**src/rtl/roman_numeral_encoder_unit_assert.svh**
```systemverilog
// Assertion helpers for the Roman numeral encoder.
// Both macros sample on clk and stay quiet while arst_n is low.
`ifndef ROMAN_NUMERAL_ENCODER_UNIT_ASSERT_SVH
`define ROMAN_NUMERAL_ENCODER_UNIT_ASSERT_SVH

// Same-cycle implication.
`define RNE_ASSERT_IMP(lbl, ante, cons, msg) \
	lbl: assert property (@(posedge clk) disable iff (!arst_n) (ante) |-> (cons)) \
		else $error(msg);

// Next-cycle implication.
`define RNE_ASSERT_NXT(lbl, ante, cons, msg) \
	lbl: assert property (@(posedge clk) disable iff (!arst_n) (ante) |=> (cons)) \
		else $error(msg);

`endif

```
**src/rtl/rne_pkg.sv**
```systemverilog
package rne_pkg;

	localparam int ValueW = 12;
	localparam int SymW = 8;
	localparam int DigitW = 4;
	localparam int PlaceW = 2;
	localparam int StepW = 2;
	localparam int RemW = 10;
	localparam int NumPlaces = 4;
	localparam int MaxValue = 3999;
	localparam int Thousand = 1000;
	localparam int Hundred = 100;
	localparam int Ten = 10;

	localparam logic [SymW-1:0] SymNone = 8'h00;
	localparam logic [SymW-1:0] SymI = "I";
	localparam logic [SymW-1:0] SymV = "V";
	localparam logic [SymW-1:0] SymX = "X";
	localparam logic [SymW-1:0] SymL = "L";
	localparam logic [SymW-1:0] SymC = "C";
	localparam logic [SymW-1:0] SymD = "D";
	localparam logic [SymW-1:0] SymM = "M";

	// Symbol role inside one decimal digit
	typedef enum logic [1:0] {
		CODE_END,
		CODE_UNIT,
		CODE_FIVE,
		CODE_NEXT
	} code_t;

	// Controller to datapath commands
	typedef struct packed {
		logic load;
		logic hund;
		logic tens;
		logic emit;
	} rne_cmd_t;

	// Datapath to controller status
	typedef struct packed {
		logic out_free;
		logic char_last;
	} rne_stat_t;

	// Symbol role for a digit at a given character step
	function automatic code_t digit_code(input logic [DigitW-1:0] digit,
			input logic [StepW-1:0] step);
		logic [7:0] row;
		case (digit)
			4'd1: row = {CODE_END, CODE_END, CODE_END, CODE_UNIT};
			4'd2: row = {CODE_END, CODE_END, CODE_UNIT, CODE_UNIT};
			4'd3: row = {CODE_END, CODE_UNIT, CODE_UNIT, CODE_UNIT};
			4'd4: row = {CODE_END, CODE_END, CODE_FIVE, CODE_UNIT};
			4'd5: row = {CODE_END, CODE_END, CODE_END, CODE_FIVE};
			4'd6: row = {CODE_END, CODE_END, CODE_UNIT, CODE_FIVE};
			4'd7: row = {CODE_END, CODE_UNIT, CODE_UNIT, CODE_FIVE};
			4'd8: row = {CODE_UNIT, CODE_UNIT, CODE_UNIT, CODE_FIVE};
			4'd9: row = {CODE_END, CODE_END, CODE_NEXT, CODE_UNIT};
			default: row = {CODE_END, CODE_END, CODE_END, CODE_END};
		endcase
		return code_t'(row[{step, 1'b0} +: 2]);
	endfunction

	// ASCII letter for a symbol role at a decimal place (0 is thousands)
	function automatic logic [SymW-1:0] place_symbol(input logic [PlaceW-1:0] place,
			input code_t code);
		logic [SymW-1:0] sym;
		sym = SymNone;
		case (place)
			2'd0: if (code == CODE_UNIT) sym = SymM;
			2'd1: begin
				case (code)
					CODE_UNIT: sym = SymC;
					CODE_FIVE: sym = SymD;
					CODE_NEXT: sym = SymM;
					default: sym = SymNone;
				endcase
			end
			2'd2: begin
				case (code)
					CODE_UNIT: sym = SymX;
					CODE_FIVE: sym = SymL;
					CODE_NEXT: sym = SymC;
					default: sym = SymNone;
				endcase
			end
			default: begin
				case (code)
					CODE_UNIT: sym = SymI;
					CODE_FIVE: sym = SymV;
					CODE_NEXT: sym = SymX;
					default: sym = SymNone;
				endcase
			end
		endcase
		return sym;
	endfunction

	// Places strictly below the given one in significance
	function automatic logic [NumPlaces-1:0] later_mask(input logic [PlaceW-1:0] place);
		logic [NumPlaces-1:0] m;
		for (int i = 0; i < NumPlaces; i++) begin
			m[i] = (PlaceW'(i) > place);
		end
		return m;
	endfunction

	// Most significant place whose bit is set
	function automatic logic [PlaceW-1:0] first_place(input logic [NumPlaces-1:0] mask);
		logic [PlaceW-1:0] idx;
		idx = '0;
		for (int i = NumPlaces - 1; i >= 0; i--) begin
			if (mask[i]) idx = PlaceW'(i);
		end
		return idx;
	endfunction

endpackage

```
**src/rtl/rne_ctrl.sv**
```systemverilog
module rne_ctrl
	import rne_pkg::*;
(
	input  logic      clk,
	input  logic      arst_n,
	input  logic      in_valid,
	output logic      in_ready,
	input  rne_stat_t stat,
	output rne_cmd_t  cmd
);

	typedef enum logic [1:0] {
		ST_IDLE,
		ST_HUND,
		ST_TENS,
		ST_EMIT
	} state_t;

	state_t state_q;

	// Decode commands from the current state
	assign in_ready = (state_q == ST_IDLE);
	always_comb begin
		cmd.load = in_valid && (state_q == ST_IDLE);
		cmd.hund = (state_q == ST_HUND);
		cmd.tens = (state_q == ST_TENS);
		cmd.emit = (state_q == ST_EMIT) && stat.out_free;
	end

	// Advance through extraction, then emit until the final character
	always_ff @(posedge clk or negedge arst_n) begin
		if (!arst_n) begin
			state_q <= ST_IDLE;
		end else begin
			case (state_q)
				ST_IDLE: if (in_valid) state_q <= ST_HUND;
				ST_HUND: state_q <= ST_TENS;
				ST_TENS: state_q <= ST_EMIT;
				ST_EMIT: if (stat.out_free && stat.char_last) state_q <= ST_IDLE;
				default: state_q <= ST_IDLE;
			endcase
		end
	end

endmodule

```
**src/rtl/rne_dp.sv**
```systemverilog
module rne_dp
	import rne_pkg::*;
(
	input  logic              clk,
	input  logic              arst_n,
	input  logic [ValueW-1:0] value,
	input  logic              out_ready,
	input  rne_cmd_t          cmd,
	output rne_stat_t         stat,
	output logic              out_valid,
	output logic [SymW-1:0]   symbol,
	output logic              last,
	output logic              range_error
);

	logic [RemW-1:0]   rem_q;
	logic [DigitW-1:0] dig_q [NumPlaces];
	logic              err_q;
	logic [PlaceW-1:0] place_q;
	logic [StepW-1:0]  step_q;
	logic              out_valid_q;
	logic [SymW-1:0]   symbol_q;
	logic              last_q;
	logic              err_out_q;

	logic [DigitW-1:0] tho_d;
	logic [ValueW-1:0] tho_sub;
	logic [DigitW-1:0] hund_d;
	logic [RemW-1:0]   hund_sub;
	logic [DigitW-1:0] tens_d;
	logic [6:0]        tens_sub;
	logic [DigitW-1:0] ones_d;
	logic [NumPlaces-1:0] start_mask;

	logic [DigitW-1:0]    cur_digit;
	code_t                cur_code;
	code_t                nxt_code;
	logic                 digit_end;
	logic [NumPlaces-1:0] nz_mask;
	logic [NumPlaces-1:0] later;
	logic                 char_last;

	// Thousands digit by compare against the multiples
	always_comb begin
		tho_d = '0;
		tho_sub = '0;
		for (int i = 1; i <= 3; i++) begin
			if (value >= ValueW'(i * Thousand)) begin
				tho_d = DigitW'(i);
				tho_sub = ValueW'(i * Thousand);
			end
		end
	end

	// Hundreds digit from the remainder below one thousand
	always_comb begin
		hund_d = '0;
		hund_sub = '0;
		for (int i = 1; i <= 9; i++) begin
			if (rem_q >= RemW'(i * Hundred)) begin
				hund_d = DigitW'(i);
				hund_sub = RemW'(i * Hundred);
			end
		end
	end

	// Tens and ones digits from the remainder below one hundred
	always_comb begin
		tens_d = '0;
		tens_sub = '0;
		for (int i = 1; i <= 9; i++) begin
			if (rem_q[6:0] >= 7'(i * Ten)) begin
				tens_d = DigitW'(i);
				tens_sub = 7'(i * Ten);
			end
		end
		ones_d = DigitW'(rem_q[6:0] - tens_sub);
		start_mask = {ones_d != '0, tens_d != '0, dig_q[1] != '0, dig_q[0] != '0};
	end

	// Current character and whether it closes the numeral
	always_comb begin
		cur_digit = dig_q[place_q];
		cur_code = digit_code(cur_digit, step_q);
		nxt_code = (step_q == '1) ? CODE_END : digit_code(cur_digit, step_q + 1'b1);
		digit_end = (nxt_code == CODE_END);
		for (int i = 0; i < NumPlaces; i++) begin
			nz_mask[i] = (dig_q[i] != '0);
		end
		later = nz_mask & later_mask(place_q);
		char_last = err_q || (digit_end && (later == '0));
	end

	assign stat.out_free = !out_valid_q || out_ready;
	assign stat.char_last = char_last;

	// Digit extraction and character walk
	always_ff @(posedge clk) begin
		if (cmd.load) begin
			dig_q[0] <= tho_d;
			rem_q <= RemW'(value - tho_sub);
			err_q <= (value == '0) || (value > ValueW'(MaxValue));
		end
		if (cmd.hund) begin
			dig_q[1] <= hund_d;
			rem_q <= rem_q - hund_sub;
		end
		if (cmd.tens) begin
			dig_q[2] <= tens_d;
			dig_q[3] <= ones_d;
			place_q <= first_place(start_mask);
			step_q <= '0;
		end
		if (cmd.emit) begin
			if (digit_end) begin
				place_q <= first_place(later);
				step_q <= '0;
			end else begin
				step_q <= step_q + 1'b1;
			end
		end
	end

	// Output register payload
	always_ff @(posedge clk) begin
		if (cmd.emit) begin
			symbol_q <= err_q ? SymNone : place_symbol(place_q, cur_code);
			last_q <= char_last;
			err_out_q <= err_q;
		end
	end

	// Output register valid: set on emit, drop on transfer
	always_ff @(posedge clk or negedge arst_n) begin
		if (!arst_n) begin
			out_valid_q <= 1'b0;
		end else if (cmd.emit) begin
			out_valid_q <= 1'b1;
		end else if (out_ready) begin
			out_valid_q <= 1'b0;
		end
	end

	assign out_valid = out_valid_q;
	assign symbol = symbol_q;
	assign last = last_q;
	assign range_error = err_out_q;

endmodule

```
**src/rtl/roman_numeral_encoder_unit.sv**
```systemverilog
// After the input transfer the controller runs the hundreds and tens extraction
// states, then emits one character per cycle while the output register is free.
// A numeral has 1 to 15 characters, an out-of-range input one blank character;
// a new input is taken only after the final character of the previous one.
// Reset: arst_n clears the controller state and output valid; no memory to clear.
`include "roman_numeral_encoder_unit_assert.svh"

module roman_numeral_encoder_unit
	import rne_pkg::*;
(
	input  logic              clk,
	input  logic              arst_n,
	input  logic              in_valid,
	output logic              in_ready,
	input  logic [ValueW-1:0] value,
	output logic              out_valid,
	input  logic              out_ready,
	output logic [SymW-1:0]   symbol,
	output logic              last,
	output logic              range_error
);

	rne_cmd_t  cmd;
	rne_stat_t stat;

	rne_ctrl u_ctrl (
		.clk      (clk),
		.arst_n   (arst_n),
		.in_valid (in_valid),
		.in_ready (in_ready),
		.stat     (stat),
		.cmd      (cmd)
	);

	rne_dp u_dp (
		.clk         (clk),
		.arst_n      (arst_n),
		.value       (value),
		.out_ready   (out_ready),
		.cmd         (cmd),
		.stat        (stat),
		.out_valid   (out_valid),
		.symbol      (symbol),
		.last        (last),
		.range_error (range_error)
	);

	`RNE_ASSERT_IMP(a_err_single, out_valid && range_error, last && (symbol == SymNone), "error result must be a single blank character")
	`RNE_ASSERT_IMP(a_idle_last, in_ready && out_valid, last, "idle with a pending non-final character")
	`RNE_ASSERT_IMP(a_letter, out_valid && !range_error, (symbol == SymI) || (symbol == SymV) || (symbol == SymX) || (symbol == SymL) || (symbol == SymC) || (symbol == SymD) || (symbol == SymM), "non-error character is not a numeral letter")
	`RNE_ASSERT_NXT(a_busy_after_load, cmd.load, !in_ready && !cmd.emit, "extraction skipped after transfer")

endmodule
```
**config.mk**
```make
export PLATFORM = sky130hd
export DESIGN_NAME = roman_numeral_encoder_unit
export DESIGN_NICKNAME = d
export VERILOG_FILES = /design/src/rtl/rne_pkg.sv /design/src/rtl/rne_ctrl.sv /design/src/rtl/rne_dp.sv /design/src/rtl/roman_numeral_encoder_unit.sv
export VERILOG_INCLUDE_DIRS = /design/src /design/src/rtl
export SDC_FILE = /design/constraint.sdc
export NUM_CORES = 1
export LEC_CHECK = 0
export ABC_AREA = 0
export BUFFER_PORTS_ARGS = -buffer_cell sky130_fd_sc_hd__buf_2
export CAP_MARGIN = 25
export CORE_MARGIN = 8
export CORE_UTILIZATION = 45
export CTS_CLUSTER_DIAMETER = 150
export DETAILED_ROUTE_END_ITERATION = 12
export PLACE_DENSITY = 0.72
export REMOVE_ABC_BUFFERS = 1
export SYNTH_ARGS = -nofsm -noshare
export SYNTH_HDL_FRONTEND = slang
export SYNTH_SLANG_ARGS = --single-unit
```
**constraint.sdc**
```tcl
create_clock -name clk -period 8.15 [get_ports clk]
set_input_delay 0.4075 -clock clk [delete_from_list [all_inputs] [get_ports clk]]
set_output_delay 0.4075 -clock clk [all_outputs]
set_load 0.02 [all_outputs]
```
==> run metrics, run 1 <==
status completed; Post-DP HPWL 5.33 mm; Final Hold Viols 0; gr usage total 14.5%; relative slew slack 46.9%; Post-DRT Antenna Nets 0; gpl congestion 0.810; Die Y-Extent 101 um; Routed WL per cell 14.3 um; uppermost layer routed met4; Post-Route WL 6.93 mm; largest net degree at the start of global routing 25; wire length on met3 257 um; Worst-path clk slew 80 ps; yosys warns 0; average cell area after synthesis 8.82 um2; # clock sinks 40; Clock Path Buffers 2; number of synthesized flops with an enable pin 35; compound-gate portion of the synthesized area 20.5%; Mapped Cells 372; Final Cycle Share 45.6%; FP Rows 31; CP Launch Type flop; die span in x 101 um; Async S/R FF share, synth 7.50%; largest family of logic cells by synthesized area compound AO/OA/AOI/OAI gates; final-report setup violation count 0; register area share after synthesis 35.5%; critical path class reg -> reg; Post-Synth Adder-Cell Area 11.3%; Synth cell types 62; Tmin final 3720 ps; H-tree depth 2; io pins 28; Clk Tree Root Cell clkbuf_8; Fin Clk Skew 15.4 ps; P&R area growth vs syn 7.89%; Initial Utilization 45.7%; Top FF cell, synth edfxtp_1; reg-to-reg startpoint u_dp.rem_q[3]; buffers added on ports 25; first-pass GRT wire length 12.1 mm; post-synthesis simple-gate area fraction 19.6%; die area 0.0103 mm2; Skew-Pair Late Insertion Delay 300 ps; DR vias 2737; Worst Max-Slew Pin Slew 796 ps; DRC 0; Hold Startpoint value[0]; CTS Hold Bufs 1; wire length on met2 3.41 mm; ratio of cells with drive above 1 in the final layout 12.4%; final instance area 0.00354 mm2; worst hold stages 2; TritonCTS Buffers 5; total negative slack 0 ps; critical path capture point type flop; vias in the first global route 2647; router iterations before antenna repair 4; final net count 429; FF+latch count, synth 40; worst reg2reg path endpoint u_dp.rem_q[8]; Crit Path Max Fanout 22; reg-to-reg slack, setup 4430 ps; mux contribution to synthesized area 3.28%; Post-DP Area 0.00344 mm2; worst reg-to-reg path cell count 17; CTS tree built; remaining global-route overflow 0; crit path DAT 3730 ps; Setup Buffers After CTS 0; Synth Cell Area 0.00328 mm2; ANT cells 0; M1 wire length 3.16 mm; RSZ-0062 raised after global routing false; max-slew violation count 0; initial DRC count 144; initial antenna violation count 0; Critical Path RT 8170 ps; Core ar. 0.00718 mm2; worst min-delay path category in -> reg; drt via density 5.63; hold endpoint u_dp.rem_q[0]; Max Cap Viol 0; XOR/XNOR Fraction of Synth Area 3.74%; CTS resizes 0; Fmax 269 MHz
-- worst max-delay path, stage by stage (launching register included) --
cell and delay (ps):
edfxtp_1 680, or3_1 460, a31oi_1 210, a31oi_1 60, nor2_1 140, a21oi_1 70, or2_2 300, nand2_1 70
ha_1 150, inv_1 50, fa_1 390, a21o_1 170, a21oi_1 210, o21bai_1 80, a21oi_1 170, xnor2_1 80
nand2_1 60, o21ai_0 90
-- area by class of cell --
class	instances	area, um2
Sequential cell	40	1170
Tap cell	99	124
Multi-Input combinational cell	285	1920
Clock inverter	3	18.8
Fill cell	682	3630
Inverter	28	105
Clock buffer	5	68.8
Timing Repair Buffer	26	135
-- metrics by stage --
| step | cells | hold slack (ps) | utilization, % | setup slack, ps |
|---|---|---|---|---|
| final | 486 | 427 | 49.3 | 4430 |
| after global placement | 477 | 207 | 48.0 | 4510 |
| after detailed placement | 477 | 210 | 48.0 | 4460 |
| after global routing | 486 | 441 | 49.3 | 4180 |
| after floorplan | 353 | 112 | - | 4710 |
| after CTS | 486 | 419 | 49.3 | 4450 |
-- worst max path at each step --
| stage | start | depth (start not counted) | endpoint |
|---|---|---|---|
| after detailed placement | u_dp.rem_q[3] | 17 | u_dp.rem_q[8] |
| final | u_dp.rem_q[3] | 17 | u_dp.rem_q[8] |
| after global placement | u_dp.rem_q[3] | 17 | u_dp.rem_q[8] |
| after floorplan | u_dp.rem_q[3] | 17 | u_dp.rem_q[8] |
| after global routing | u_dp.rem_q[3] | 17 | u_dp.rem_q[8] |
| after CTS | u_dp.rem_q[3] | 17 | u_dp.rem_q[8] |
-- placed cells by master (no fill, tap or decap), types with 4 or more instances in the layout --
master,instances
buf_2,25
clkbuf_8,5
xnor2_1,11
ha_1,24
edfxtp_1,35
nand2_1,28
nor3_1,10
nor4_1,5
or2_2,6
a31oi_1,5
nor2_1,41
nor2b_1,10
inv_1,28
o21ai_0,20
nand3_1,5
nand2b_1,8
or3_1,5
a21o_1,10
a21oi_1,31
mux2i_1,4
-- Yosys cell counts (all sizes together), types with 3 or more instances --
cell / instances / area, um2
edfxtp: 35 / 1050
nor2: 41 / 154
buf: 5 / 35.0
a21o: 10 / 75.1
a21oi: 31 / 155
xnor2: 11 / 96.3
or2: 6 / 37.5
clkbuf: 15 / 56.3
ha: 24 / 300
a221o: 3 / 30.0
xor2: 3 / 26.3
nor4: 5 / 31.3
nand4: 3 / 18.8
and2: 3 / 21.3
o21ai: 21 / 105
fa: 3 / 60.1
inv: 28 / 105
dfrtp: 3 / 75.1
nand2b: 8 / 50.1
or3: 6 / 42.5
nor3: 10 / 50.1
a31oi: 6 / 43.8
mux2i: 4 / 40.0
nand2: 28 / 105
nand3: 5 / 25.0
nor2b: 10 / 62.6
o31ai: 3 / 22.5
-- per-layer routing --
metal  vias to the layer above  track usage, %
met5                         -               0
met4                         0            5.38
met3                        10            2.27
met2                        65            24.6
met1                      1291            18.0
li1                       1371               -
-- state kept, by name, summed over array words and instances (netlist names), 2 cells and up --
register        count
u_ctrl.state_q      2
u_dp.symbol         6
u_dp.rem_q         10
u_dp.dig_q         14
u_dp.step_q         2
u_dp.place_q        2
-- logic make-up (layout without fill, tap and decap cells) --
logic type | after synthesis | after routing
simple gates | 131 | 131
flops | 40 | 40
compound gates | 102 | 102
mux | 8 | 8
fa+ha+maj | 28 | 28
buf+inv | 48 | 62
xor+xnor | 14 | 14
other cells | 1 | 2
Power of run 1 is left out: the tool's default activity adds up to more than one toggle a clock period on the data nets, which glitch-free logic cannot reach.
==> run 2, diff against run 1 <==
Settings changed: PLACE_DENSITY 0.72 to 0.74.
Clock period 8.15 ns to 3 ns, I/O delays scaled along.
==> run 2 against run 1 <==
  * Largest cell class unchanged
  * Cell area grew 21%
  * Worst hold slack worse by 260 ps
  * Critical endpoint unchanged
  * Sequential share of layout area fell by 5.7 points
  * Via count rose by 10%
  * First-iteration DRC count increased by 29%
  * Clock-buffer cell count unchanged
  * Highest routed layer unchanged
  * Clock skew rose by 0.90 ps
  * The run now ends with setup timing left
==> run metrics, run 2 (synthesis results as in run 1) <==
DR vias 3016; CP Launch Type flop; buffers added on ports 25; FP Rows 31; crit path DAT 3270 ps; reg-to-reg startpoint u_dp.rem_q[3]; first-pass GRT wire length 13.4 mm; worst hold slack 169 ps; max-slew violation count 0; gpl congestion 0.857; worst min-delay path category in -> async; reg-to-reg slack, setup -220 ps; final-report setup violation count 5; Clk Tree Root Cell clkbuf_8; max reg flops 14; critical path class reg -> reg; critical path capture point type flop; TritonCTS Buffers 5; DRC 0; relative slew slack 63.8%; Post-Route WL 8.37 mm; Tmin final 3220 ps; most common cell after layout, fill and taps aside buf_4; Core ar. 0.00718 mm2; ratio of cells with drive above 1 in the final layout 31.7%; worst reg2reg path endpoint u_dp.rem_q[8]; router iterations before antenna repair 4; status finished with violations; RSZ-0062 raised after global routing true; initial antenna violation count 0; Biggest register u_dp.dig_q; die span in x 101 um; vias in the first global route 2965; initial DRC count 186; Layout Utilization 59.7%; setup slack after layout -218 ps; Skew-Pair Late Insertion Delay 300 ps; H-tree depth 2; io pins 28; Final Hold Viols 0; ANT cells 0; Crit Path Max Fanout 2; largest net degree at the start of global routing 25; drt via density 5.54; Fin Clk Skew 16.3 ps; worst reg-to-reg path cell count 17; failing checks setup timing; Post-DP Area 0.00376 mm2; most frequent cells in the layout buf_4 (50), nor2_1 (37), edfxtp_1 (35), a21oi_1 (27), nand2_1 (26); P&R area growth vs syn 30.5%; remaining global-route overflow 0; Max Cap Viol 0; gr usage total 16.2%; Post-DRT Antenna Nets 0; Fmax 311 MHz; final net count 487; final instance area 0.00428 mm2; Routed WL per cell 15.4 um; CTS tree built; Die Y-Extent 101 um; Critical Path RT 3050 ps; Clock Path Buffers 2; Worst-path clk slew 90 ps; Final Cycle Share 107%; Post-DP HPWL 6.15 mm; Worst Max-Slew Pin Slew 544 ps; # clock sinks 40; Initial Utilization 45.7%; die area 0.0103 mm2
run 2: cell types whose count changed in the layout (fill, tap and decap cells not counted), moves of 3 or more:
cell       delta
inv_2         +4
ha_1          -4
buf_4        +50
nor2_1        -4
o21ai_0       -5
a21oi_1       -4
inv_1         -4
a21oi_2       +3
buf_6         +8
ha_4          +3
bufinv_16     +3
run 2: area by class of cell:
cell class,instances,area [um2]
inverters,28,105
clock inverters,3,90.1
well taps,99,124
flip-flops and latches,40,1170
clock buffers,5,68.8
repair buffers,84,601
fillers,593,2890
multi-input cells,285,2130
run 2: how the worst max path moves through the flow:
stage | end | slack, ps | start
final | u_dp.rem_q[8] | -220 | u_dp.rem_q[3]
after global routing | u_dp.rem_q[8] | -330 | u_dp.rem_q[3]
after CTS | u_dp.rem_q[8] | -180 | u_dp.rem_q[4]
after detailed placement | u_dp.rem_q[8] | -420 | u_dp.rem_q[4]
after global placement | u_dp.rem_q[8] | -230 | u_dp.rem_q[4]
after floorplan | u_dp.rem_q[8] | -440 | u_dp.rem_q[3]
run 2: critical path: stages, from the launching register on:
cell and delay, ps:
edfxtp_1 410, or3_4 410, a31oi_4 190, a31oi_1 60, nor2_1 190, a21oi_1 90, or2_4 240, nand2_2 70
ha_4 130, inv_2 40, fa_2 350, a21o_1 180, a21oi_2 150, o21bai_1 70, a21oi_1 190, xnor2_1 90
nand2_1 60, o21ai_1 50
run 2: per-layer routing:
metal / up-vias / GRT usage, % / share of wire [%]
li1: 1486 / - / -
met1: 1448 / 18.6 / 42
met2: 74 / 29.8 / 54
met3: 8 / 3.30 / 3.1
met4: 0 / 3.78 / 1.2
met5: - / 0 / 0
run 2: per-stage QoR:
stage | setup TNS [ps] | instances | worst slack (ps)
floorplan | -735 | 353 | -438
global placement | -473 | 519 | -231
detailed placement | -1120 | 519 | -418
CTS | -360 | 537 | -181
global route | -1320 | 544 | -327
finish | -361 | 544 | -218
run 2: what timing repair did:
action	in CTS	in global routing
endpoints found under the hold margin	3	0
setup buffers	9	10
setup endpoints to repair	6	9
resized for setup	28	32
cloned	0	0
pin swaps	21	27
hold buffers	1	0
Power of run 2 is left out for the same reason.
